`src/design/sca_pkg.sv`:
```
// Shared constants, codes and types for the sound channel allocator.
package sca_pkg;

    // Channel table size and field widths.
    localparam int MaxChannels = 32;
    localparam int ChanW       = 5;
    localparam int CntW        = $clog2(MaxChannels + 1);
    localparam int CfgW        = 6;
    localparam int SrcW        = 16;
    localparam int ClsW        = 3;
    localparam int PriW        = 8;
    localparam int OpW         = 2;
    localparam int StatW       = 3;

    // Channel count after reset.
    localparam logic [CfgW-1:0] CountReset = CfgW'(8);

    // Request operations.
    typedef enum logic [OpW-1:0] {
        OP_START = 2'd0,
        OP_STOP  = 2'd1,
        OP_FREE  = 2'd2,
        OP_CLEAR = 2'd3
    } op_t;

    // Result status codes.
    typedef enum logic [StatW-1:0] {
        ST_GRANTED  = 3'd0,
        ST_REPLACED = 3'd1,
        ST_EVICTED  = 3'd2,
        ST_REJECTED = 3'd3,
        ST_STOPPED  = 3'd4,
        ST_NONE     = 3'd5,
        ST_CLEARED  = 3'd6
    } status_t;

    // Sequencer states.
    typedef enum logic [1:0] {
        S_IDLE,
        S_SCAN,
        S_DONE
    } state_t;

    // Owner record stored per channel.
    typedef struct packed {
        logic [SrcW-1:0] src;
        logic [ClsW-1:0] cls;
        logic [PriW-1:0] prio;
    } owner_t;

    // Access request from the sequencer to the owner memory.
    typedef struct packed {
        logic             rd_en;
        logic [ChanW-1:0] rd_addr;
        logic             wr_en;
        logic [ChanW-1:0] wr_addr;
        owner_t           wr_data;
    } mem_req_t;

endpackage

```
`src/design/sound_channel_allocator.sv`:
```
// Sound channel allocator top level: configuration register, sequencer and owner memory.
// A start or stop scans the owner memory for the N channels in use, N = channels in use,
// through its single read port; free and clear skip the scan and go straight to the result.
// Throughput: one item at a time, the next transfer is taken once the result is registered.
// Reset clears all busy flags and sets channels in use to 8; owner records need no clearing.
module sound_channel_allocator (
    input  logic                       clk,
    input  logic                       rst_n,
    input  logic                       cfg_valid,
    output logic                       cfg_ready,
    input  logic [sca_pkg::CfgW-1:0]   cfg_data,
    input  logic                       in_valid,
    output logic                       in_stall,
    input  logic [sca_pkg::OpW-1:0]    op,
    input  logic [sca_pkg::SrcW-1:0]   source_id,
    input  logic [sca_pkg::ClsW-1:0]   sound_class,
    input  logic [sca_pkg::PriW-1:0]   priority_req,
    input  logic [sca_pkg::ChanW-1:0]  channel,
    output logic                       out_valid,
    input  logic                       out_stall,
    output logic [sca_pkg::StatW-1:0]  status,
    output logic [sca_pkg::ChanW-1:0]  granted_channel,
    output logic                       stop_valid,
    output logic [sca_pkg::ChanW-1:0]  stopped_channel
);

    logic [sca_pkg::CfgW-1:0] cfg_count_reg;
    logic [sca_pkg::CntW-1:0] chan_count;
    sca_pkg::mem_req_t        mem_req;
    sca_pkg::owner_t          mem_rd_data;

    // Channel count register, written on every configuration transfer.
    assign cfg_ready = 1'b1;

    always_ff @(posedge clk or negedge rst_n)
    begin
        if (!rst_n)
        begin
            cfg_count_reg <= sca_pkg::CountReset;
        end
        else if (cfg_valid && cfg_ready)
        begin
            cfg_count_reg <= cfg_data;
        end
    end

    // Limit the usable channels to the table size.
    always_comb
    begin
        if (int'(cfg_count_reg) > sca_pkg::MaxChannels)
        begin
            chan_count = sca_pkg::CntW'(sca_pkg::MaxChannels);
        end
        else
        begin
            chan_count = sca_pkg::CntW'(cfg_count_reg);
        end
    end

    sca_ctrl u_ctrl (
        .clk             (clk),
        .rst_n           (rst_n),
        .chan_count      (chan_count),
        .in_valid        (in_valid),
        .in_stall        (in_stall),
        .op              (op),
        .source_id       (source_id),
        .sound_class     (sound_class),
        .priority_req    (priority_req),
        .channel         (channel),
        .out_valid       (out_valid),
        .out_stall       (out_stall),
        .status          (status),
        .granted_channel (granted_channel),
        .stop_valid      (stop_valid),
        .stopped_channel (stopped_channel),
        .mem_req         (mem_req),
        .mem_rd_data     (mem_rd_data)
    );

    sca_owner_mem u_owner_mem (
        .clk     (clk),
        .req     (mem_req),
        .rd_data (mem_rd_data)
    );

    // An accepted item keeps the input side stalled in the following cycle.
    assert property (@(posedge clk) disable iff (!rst_n)
        (in_valid && !in_stall) |=> in_stall)
        else $error("input not stalled after a transfer");

    // An eviction silences exactly the channel it hands out.
    assert property (@(posedge clk) disable iff (!rst_n)
        (out_valid && (status == sca_pkg::ST_EVICTED))
        |-> (stop_valid && (stopped_channel == granted_channel)))
        else $error("eviction reports a different stopped channel");

    // A rejected start grants nothing and silences nothing.
    assert property (@(posedge clk) disable iff (!rst_n)
        (out_valid && (status == sca_pkg::ST_REJECTED))
        |-> (!stop_valid && (granted_channel == '0)))
        else $error("rejected start carries a channel");

    // Nothing stopped and clear all never flag a single channel.
    assert property (@(posedge clk) disable iff (!rst_n)
        (out_valid && ((status == sca_pkg::ST_NONE) || (status == sca_pkg::ST_CLEARED)))
        |-> (!stop_valid && (stopped_channel == '0)))
        else $error("stop flagged without a stopped channel");

endmodule

```
`src/design/sca_owner_mem.sv`:
```
// Owner record memory: one write port, one read port, registered read data.
module sca_owner_mem (
    input  logic              clk,
    input  sca_pkg::mem_req_t req,
    output sca_pkg::owner_t   rd_data
);

    sca_pkg::owner_t owner_mem [sca_pkg::MaxChannels];
    sca_pkg::owner_t rd_data_reg;

    // Synchronous write and synchronous read into a read data register.
    always_ff @(posedge clk)
    begin
        if (req.wr_en)
        begin
            owner_mem[req.wr_addr] <= req.wr_data;
        end
        if (req.rd_en)
        begin
            rd_data_reg <= owner_mem[req.rd_addr];
        end
    end

    assign rd_data = rd_data_reg;

endmodule

```
`src/design/sca_ctrl.sv`:
```
// Request sequencer: busy flags, table scan, result decision and output register.
module sca_ctrl (
    input  logic                       clk,
    input  logic                       rst_n,
    input  logic [sca_pkg::CntW-1:0]   chan_count,
    input  logic                       in_valid,
    output logic                       in_stall,
    input  logic [sca_pkg::OpW-1:0]    op,
    input  logic [sca_pkg::SrcW-1:0]   source_id,
    input  logic [sca_pkg::ClsW-1:0]   sound_class,
    input  logic [sca_pkg::PriW-1:0]   priority_req,
    input  logic [sca_pkg::ChanW-1:0]  channel,
    output logic                       out_valid,
    input  logic                       out_stall,
    output logic [sca_pkg::StatW-1:0]  status,
    output logic [sca_pkg::ChanW-1:0]  granted_channel,
    output logic                       stop_valid,
    output logic [sca_pkg::ChanW-1:0]  stopped_channel,
    output sca_pkg::mem_req_t          mem_req,
    input  sca_pkg::owner_t            mem_rd_data
);

    sca_pkg::state_t state_reg;
    sca_pkg::state_t state_next;

    // Latched request.
    sca_pkg::op_t                op_reg;
    logic [sca_pkg::SrcW-1:0]    src_reg;
    logic [sca_pkg::ClsW-1:0]    cls_reg;
    logic [sca_pkg::PriW-1:0]    pri_reg;
    logic [sca_pkg::ChanW-1:0]   chan_reg;
    logic [sca_pkg::CntW-1:0]    n_reg;

    // Scan pipeline and trackers.
    logic [sca_pkg::CntW-1:0]    idx_reg;
    logic                        chk_valid_reg;
    logic [sca_pkg::ChanW-1:0]   chk_idx_reg;
    logic                        match_found_reg;
    logic [sca_pkg::ChanW-1:0]   match_idx_reg;
    logic                        free_found_reg;
    logic [sca_pkg::ChanW-1:0]   free_idx_reg;
    logic                        prio_found_reg;
    logic [sca_pkg::ChanW-1:0]   prio_idx_reg;

    logic [sca_pkg::MaxChannels-1:0] busy_reg;
    logic [sca_pkg::MaxChannels-1:0] busy_next;

    // Output register.
    logic                        out_valid_reg;
    sca_pkg::status_t            status_reg;
    logic [sca_pkg::ChanW-1:0]   granted_reg;
    logic                        stop_reg;
    logic [sca_pkg::ChanW-1:0]   stopped_reg;

    logic                        accept;
    logic                        issue;
    logic                        out_load;
    logic                        chk_busy;
    logic                        chk_match;
    logic                        chk_free;
    logic                        chk_evict;

    sca_pkg::status_t            res_status;
    logic [sca_pkg::ChanW-1:0]   res_granted;
    logic                        res_stop;
    logic [sca_pkg::ChanW-1:0]   res_stopped;
    logic                        grant_en;
    logic                        clr_en;
    logic                        clear_all;

    // Sequencer next state and handshake strobes.
    always_comb
    begin
        state_next = state_reg;
        in_stall   = 1'b1;
        issue      = 1'b0;
        out_load   = 1'b0;
        case (state_reg)
            sca_pkg::S_IDLE:
            begin
                in_stall = 1'b0;
                if (in_valid)
                begin
                    if ((sca_pkg::op_t'(op) inside {sca_pkg::OP_START, sca_pkg::OP_STOP})
                        && (chan_count != '0))
                    begin
                        state_next = sca_pkg::S_SCAN;
                    end
                    else
                    begin
                        state_next = sca_pkg::S_DONE;
                    end
                end
            end
            sca_pkg::S_SCAN:
            begin
                issue = (idx_reg < n_reg);
                if (!issue && !chk_valid_reg)
                begin
                    state_next = sca_pkg::S_DONE;
                end
            end
            sca_pkg::S_DONE:
            begin
                out_load = !out_valid_reg || !out_stall;
                if (out_load)
                begin
                    state_next = sca_pkg::S_IDLE;
                end
            end
            default:
            begin
                state_next = sca_pkg::S_IDLE;
            end
        endcase
    end

    assign accept = in_valid && !in_stall;

    // Per-entry tests on the record returned by the memory.
    assign chk_busy  = busy_reg[chk_idx_reg];
    assign chk_match = chk_valid_reg && chk_busy && (mem_rd_data.src == src_reg)
                       && ((op_reg == sca_pkg::OP_STOP) || (mem_rd_data.cls == cls_reg));
    assign chk_free  = chk_valid_reg && !chk_busy;
    assign chk_evict = chk_valid_reg && chk_busy && (mem_rd_data.prio >= pri_reg);

    // Result of the finished scan.
    always_comb
    begin
        res_status  = sca_pkg::ST_NONE;
        res_granted = '0;
        res_stop    = 1'b0;
        res_stopped = '0;
        grant_en    = 1'b0;
        clr_en      = 1'b0;
        clear_all   = 1'b0;
        case (op_reg)
            sca_pkg::OP_START:
            begin
                if (match_found_reg)
                begin
                    // The freed channel counts as free for the new sound.
                    res_status  = sca_pkg::ST_REPLACED;
                    res_stop    = 1'b1;
                    res_stopped = match_idx_reg;
                    clr_en      = 1'b1;
                    grant_en    = 1'b1;
                    res_granted = (free_found_reg && (free_idx_reg < match_idx_reg))
                                  ? free_idx_reg : match_idx_reg;
                end
                else if (free_found_reg)
                begin
                    res_status  = sca_pkg::ST_GRANTED;
                    res_granted = free_idx_reg;
                    grant_en    = 1'b1;
                end
                else if (prio_found_reg)
                begin
                    res_status  = sca_pkg::ST_EVICTED;
                    res_granted = prio_idx_reg;
                    res_stop    = 1'b1;
                    res_stopped = prio_idx_reg;
                    grant_en    = 1'b1;
                end
                else
                begin
                    res_status = sca_pkg::ST_REJECTED;
                end
            end
            sca_pkg::OP_STOP:
            begin
                if (match_found_reg)
                begin
                    res_status  = sca_pkg::ST_STOPPED;
                    res_stop    = 1'b1;
                    res_stopped = match_idx_reg;
                    clr_en      = 1'b1;
                end
            end
            sca_pkg::OP_FREE:
            begin
                if ((sca_pkg::CntW'(chan_reg) < n_reg) && busy_reg[chan_reg])
                begin
                    res_status  = sca_pkg::ST_STOPPED;
                    res_stop    = 1'b1;
                    res_stopped = chan_reg;
                    clr_en      = 1'b1;
                end
            end
            sca_pkg::OP_CLEAR:
            begin
                res_status = sca_pkg::ST_CLEARED;
                clear_all  = 1'b1;
            end
            default:
            begin
                res_status = sca_pkg::ST_NONE;
            end
        endcase
    end

    // Busy flag update applied when the result is registered.
    always_comb
    begin
        busy_next = busy_reg;
        if (clear_all)
        begin
            busy_next = '0;
        end
        else
        begin
            if (clr_en)
            begin
                busy_next[res_stopped] = 1'b0;
            end
            if (grant_en)
            begin
                busy_next[res_granted] = 1'b1;
            end
        end
    end

    // Memory reads walk the table; the owner record is written with the grant.
    always_comb
    begin
        mem_req.rd_en   = issue;
        mem_req.rd_addr = idx_reg[sca_pkg::ChanW-1:0];
        mem_req.wr_en   = out_load && grant_en;
        mem_req.wr_addr = res_granted;
        mem_req.wr_data = '{src: src_reg, cls: cls_reg, prio: pri_reg};
    end

    // Control registers.
    always_ff @(posedge clk or negedge rst_n)
    begin
        if (!rst_n)
        begin
            state_reg       <= sca_pkg::S_IDLE;
            busy_reg        <= '0;
            out_valid_reg   <= 1'b0;
            chk_valid_reg   <= 1'b0;
            match_found_reg <= 1'b0;
            free_found_reg  <= 1'b0;
            prio_found_reg  <= 1'b0;
            idx_reg         <= '0;
        end
        else
        begin
            state_reg     <= state_next;
            chk_valid_reg <= issue;
            if (out_load)
            begin
                busy_reg      <= busy_next;
                out_valid_reg <= 1'b1;
            end
            else if (!out_stall)
            begin
                out_valid_reg <= 1'b0;
            end
            if (accept)
            begin
                idx_reg         <= '0;
                match_found_reg <= 1'b0;
                free_found_reg  <= 1'b0;
                prio_found_reg  <= 1'b0;
            end
            else
            begin
                if (issue)
                begin
                    idx_reg <= idx_reg + 1'b1;
                end
                if (chk_match)
                begin
                    match_found_reg <= 1'b1;
                end
                if (chk_free)
                begin
                    free_found_reg <= 1'b1;
                end
                if (chk_evict)
                begin
                    prio_found_reg <= 1'b1;
                end
            end
        end
    end

    // Request, tracker index and result payload registers.
    always_ff @(posedge clk)
    begin
        chk_idx_reg <= idx_reg[sca_pkg::ChanW-1:0];
        if (accept)
        begin
            op_reg   <= sca_pkg::op_t'(op);
            src_reg  <= source_id;
            cls_reg  <= sound_class;
            pri_reg  <= priority_req;
            chan_reg <= channel;
            n_reg    <= chan_count;
        end
        if (chk_match && !match_found_reg)
        begin
            match_idx_reg <= chk_idx_reg;
        end
        if (chk_free && !free_found_reg)
        begin
            free_idx_reg <= chk_idx_reg;
        end
        if (chk_evict && !prio_found_reg)
        begin
            prio_idx_reg <= chk_idx_reg;
        end
        if (out_load)
        begin
            status_reg  <= res_status;
            granted_reg <= res_granted;
            stop_reg    <= res_stop;
            stopped_reg <= res_stopped;
        end
    end

    assign out_valid       = out_valid_reg;
    assign status          = status_reg;
    assign granted_channel = granted_reg;
    assign stop_valid      = stop_reg;
    assign stopped_channel = stopped_reg;

endmodule

```
`config.mk`:
```
export PLATFORM = sky130hd
export DESIGN_NAME = sound_channel_allocator
export DESIGN_NICKNAME = d
export VERILOG_FILES = /design/src/design/sca_pkg.sv /design/src/design/sound_channel_allocator.sv /design/src/design/sca_owner_mem.sv /design/src/design/sca_ctrl.sv
export SDC_FILE = /design/constraint.sdc
export NUM_CORES = 1
export LEC_CHECK = 0
export ABC_AREA = 1
export BUFFER_PORTS_ARGS = -buffer_cell sky130_fd_sc_hd__clkbuf_2
export CORE_ASPECT_RATIO = 0.6
export CORE_MARGIN = 2
export CORE_UTILIZATION = 40
export CTS_CLUSTER_DIAMETER = 150
export DETAILED_ROUTE_END_ITERATION = 10
export GPL_ROUTABILITY_DRIVEN = 1
export SETUP_SLACK_MARGIN = 0.05
export SYNTH_ARGS = -nofsm -noshare
export SYNTH_HDL_FRONTEND = slang
export SYNTH_SLANG_ARGS = --single-unit
export TNS_END_PERCENT = 20
```
`constraint.sdc`:
```
create_clock -name clk -period 4.3 [get_ports clk]
set_input_delay 0.86 -clock clk [delete_from_list [all_inputs] [get_ports clk]]
set_output_delay 0.86 -clock clk [all_outputs]
set_load 0.02 [all_outputs]
```
==> impl_metrics.tcl <==
set metrics [dict create \
    ys.flop_type "edfxtp_1" \
    drc 0 \
    p_leak_nw 15.7 \
    ys_types 47 \
    routedWlPerCell_um 24.9 \
    worstSkewPairLatency_ps 700 \
    final_util_pct 46.5 \
    grt_max_degree 125 \
    seqPwrFrac_pct 43.1 \
    synth_top_area_share_pct 70.3 \
    cts.sinks 1016 \
    fin_ws_ps 977 \
    largest_reg_flops 864 \
    slew_headroom_pct 19.8 \
    finClkSkew_ps 25.6 \
    status "complete, no violations" \
    overflow 0 \
    cellPowerDensity_nw_per_um2 602 \
    slowest_stage "nor2_4" \
    synth_edf_count 960 \
    fp-row-count 90 \
    max_cap_violations 0 \
    synthTopCellsByArea "edfxtp_1, o21ai_0, nor2_1" \
    final-hold-violation-count 0 \
    crit_type "register to register" \
    slew_violations 0 \
    hold_buffers 0 \
    nets 3409 \
    grt_pass1_wl_um 173000 \
    synth.ff_latch_count 1016 \
    min_path_type "input pin to async pin" \
    hold_slack_ps 290 \
    pwr-share-clk_pct 31.3 \
    synth_common_cells "edfxtp_1, nor2_1, o21ai_0, nand2_1, clkbuf_1" \
    vias_per_cell 5.70 \
    fin_crit_ps 3320 \
    path_clk_slew_ps 60 \
    globalplace.congestion 0.927 \
    worstMarginPinSlew_ps 1200 \
    cts_buffers 93 \
    critPathBufInv 4 \
    setup_tns_ps 0 \
    worst_setup_path_start_kind "register" \
    path_cells "inv_1, ha_1, a21oi_1, o21a_1, nand3_1, inv_1, a21oi_1, o21ai_0, nand2_1, inv_1, nand2_1, nor2_1, nand2_1, nor2_4, buf_12" \
    rsz0062_at_grt "no" \
    core_area_um2 101000 \
    setup_viol 0 \
    portBuffers 60 \
    ir_drop_mv 0.348 \
    swShare_pct 33.7 \
    synth.most_common_cell "edfxtp_1" \
    syn2layout_area_growth_pct 14.4 \
    p_total_mw 28.2 \
    drt_wl_total_um 118000 \
    grt_pass1_vias 25300 \
    intPower_mw 18.7 \
    postRouteAntennaNets 0 \
    hpwlAfterDp_um 70200 \
    cts_tree "yes" \
    yosysTopAreaCell "edfxtp_1" \
    postSynthCellCount 3270 \
    fp.dieArea_um2 105000 \
    cpPeakStageDelay_ps 460 \
    crit_arrival_ps 3720 \
    vias 27100 \
    die_y_um 252 \
    root_buffer "clkbuf_16" \
    cts_setup_buffers 0 \
    h-tree-depth 3 \
    die_x_um 417 \
    combPwrFrac_pct 25.6 \
    firstDrtPassIters 6 \
    place_ws_ps 1040 \
    critPathTopFamily "simple AND/OR/NAND/NOR gates" \
    syn-num-nets 3337 \
    fin_crit_sh_pct 77.3 \
    synth-seq-area-share_pct 73.7 \
    crit_fanout 16 \
    syn_area_um2 41000 \
    synth_warnings 0 \
    end_kind "register" \
    first_iter_violations 3512 \
    clock.fmax_ghz 0.301 \
    crit_required_ps 4700 \
    drive_above_1_share_pct 11.8 \
    antenna_found_initial 3 \
    initial_core_util_pct 40.6 \
    p_switching_mw 9.52 \
    track_usage_pct 22.2 \
    clockBufferDepth 3 \
    cts_resized 0 \
    avgSynthCellArea_um2 12.5 \
    pin_count 62 \
    async_reset_ff_share_pct 5.02 \
]
-- power groups by stage --
stage / combinational [mW] / sequential [mW] / clock [mW]
2_1_floorplan: 4.38 / 12.3 / 0
3_3_place_gp: 7.13 / 12.4 / 0
3_5_place_dp: 7.14 / 12.4 / 0
4_1_cts: 7.17 / 12.2 / 8.94
5_1_grt: 7.97 / 12.2 / 9.33
6_report: 7.23 / 12.2 / 8.83
-- per-stage QoR --
step,cells,instance area [µm²]
floorplan,3270,41000
global placement,4581,43700
detailed placement,4581,43700
CTS,4755,46900
global route,4755,46900
finish,4757,46900
-- cell families after synthesis --
family / count (synthesis) / share of synthesized area, %
AOI/OAI and AO/OA: 803 / 11.3
xor gates and xnor gates: 15 / 0.320
adders and majority gates: 22 / 0.671
buffers and inverters: 299 / 2.87
DFF: 1016 / 73.7
muxes: 1 / 0.0275
other: 1 / 0.00915
and+or+nand+nor: 1113 / 11.1
-- layout make-up --
cell class	instances	area (µm²)
clock buffer	119	2580
inverter	100	393
multi-input combinational	1955	9900
tap	1334	1670
sequential	1016	30200
antenna	2	5.00
fill	8904	54100
clock inverter	55	651
timing repair buffer	176	1510
-- layer usage --
metal | track usage (%) | vias to the layer above | wire length [µm]
met1 | 34.2 | 13500 | 54500
met3 | 6.81 | 157 | 13600
met4 | 5.55 | 2 | 2560
met2 | 30.3 | 1297 | 47700
met5 | 0 | - | 13
li1 | - | 12100 | -
-- path summary, 6_finish.rpt --
path	startpoint	to	slack, ps	depth (start not counted)
max in group asynchronous	rst_n	u_ctrl.idx_reg[1]$_DFFE_PN0P_	3460	2
max	u_ctrl.match_idx_reg[2]$_DFFE_PP_	u_owner_mem.owner_mem[24][6]$_DFFE_PP_	980	15
min reg2reg	cfg_count_reg[3]$_DFFE_PN1P_	cfg_count_reg[3]$_DFFE_PN1P_	520	2
min in group clk	channel[0]	u_ctrl.chan_reg[0]$_DFFE_PP_	330	1
min	rst_n	cfg_count_reg[1]$_DFFE_PN0P_	290	2
max reg2reg	u_ctrl.match_idx_reg[2]$_DFFE_PP_	u_owner_mem.owner_mem[24][6]$_DFFE_PP_	980	15
-- placed cells by master (no fill, tap or decap), types with 7 or more instances in the layout --
| cell | netlist | final |
|---|---|---|
| a21oi_1 | 29 | 28 |
| buf_12 | 0 | 27 |
| buf_4 | 2 | 89 |
| bufinv_16 | 0 | 12 |
| clkbuf_1 | 163 | 15 |
| clkbuf_16 | 0 | 98 |
| clkbuf_2 | 0 | 60 |
| clkinv_1 | 3 | 15 |
| clkinv_2 | 0 | 15 |
| clkinvlp_4 | 0 | 8 |
| dfrtp_1 | 50 | 47 |
| edfxtp_1 | 960 | 960 |
| ha_1 | 22 | 22 |
| inv_1 | 91 | 89 |
| nand2_1 | 422 | 421 |
| nand3_1 | 99 | 99 |
| nand4_1 | 30 | 30 |
| nor2_1 | 523 | 490 |
| nor2_2 | 8 | 7 |
| nor2_4 | 4 | 38 |
| o211ai_1 | 30 | 30 |
| o21ai_0 | 503 | 503 |
| o221ai_1 | 86 | 86 |
| o22ai_1 | 141 | 141 |
| xor2_1 | 9 | 9 |
Note: power is estimated with default switching activity, not from simulation.
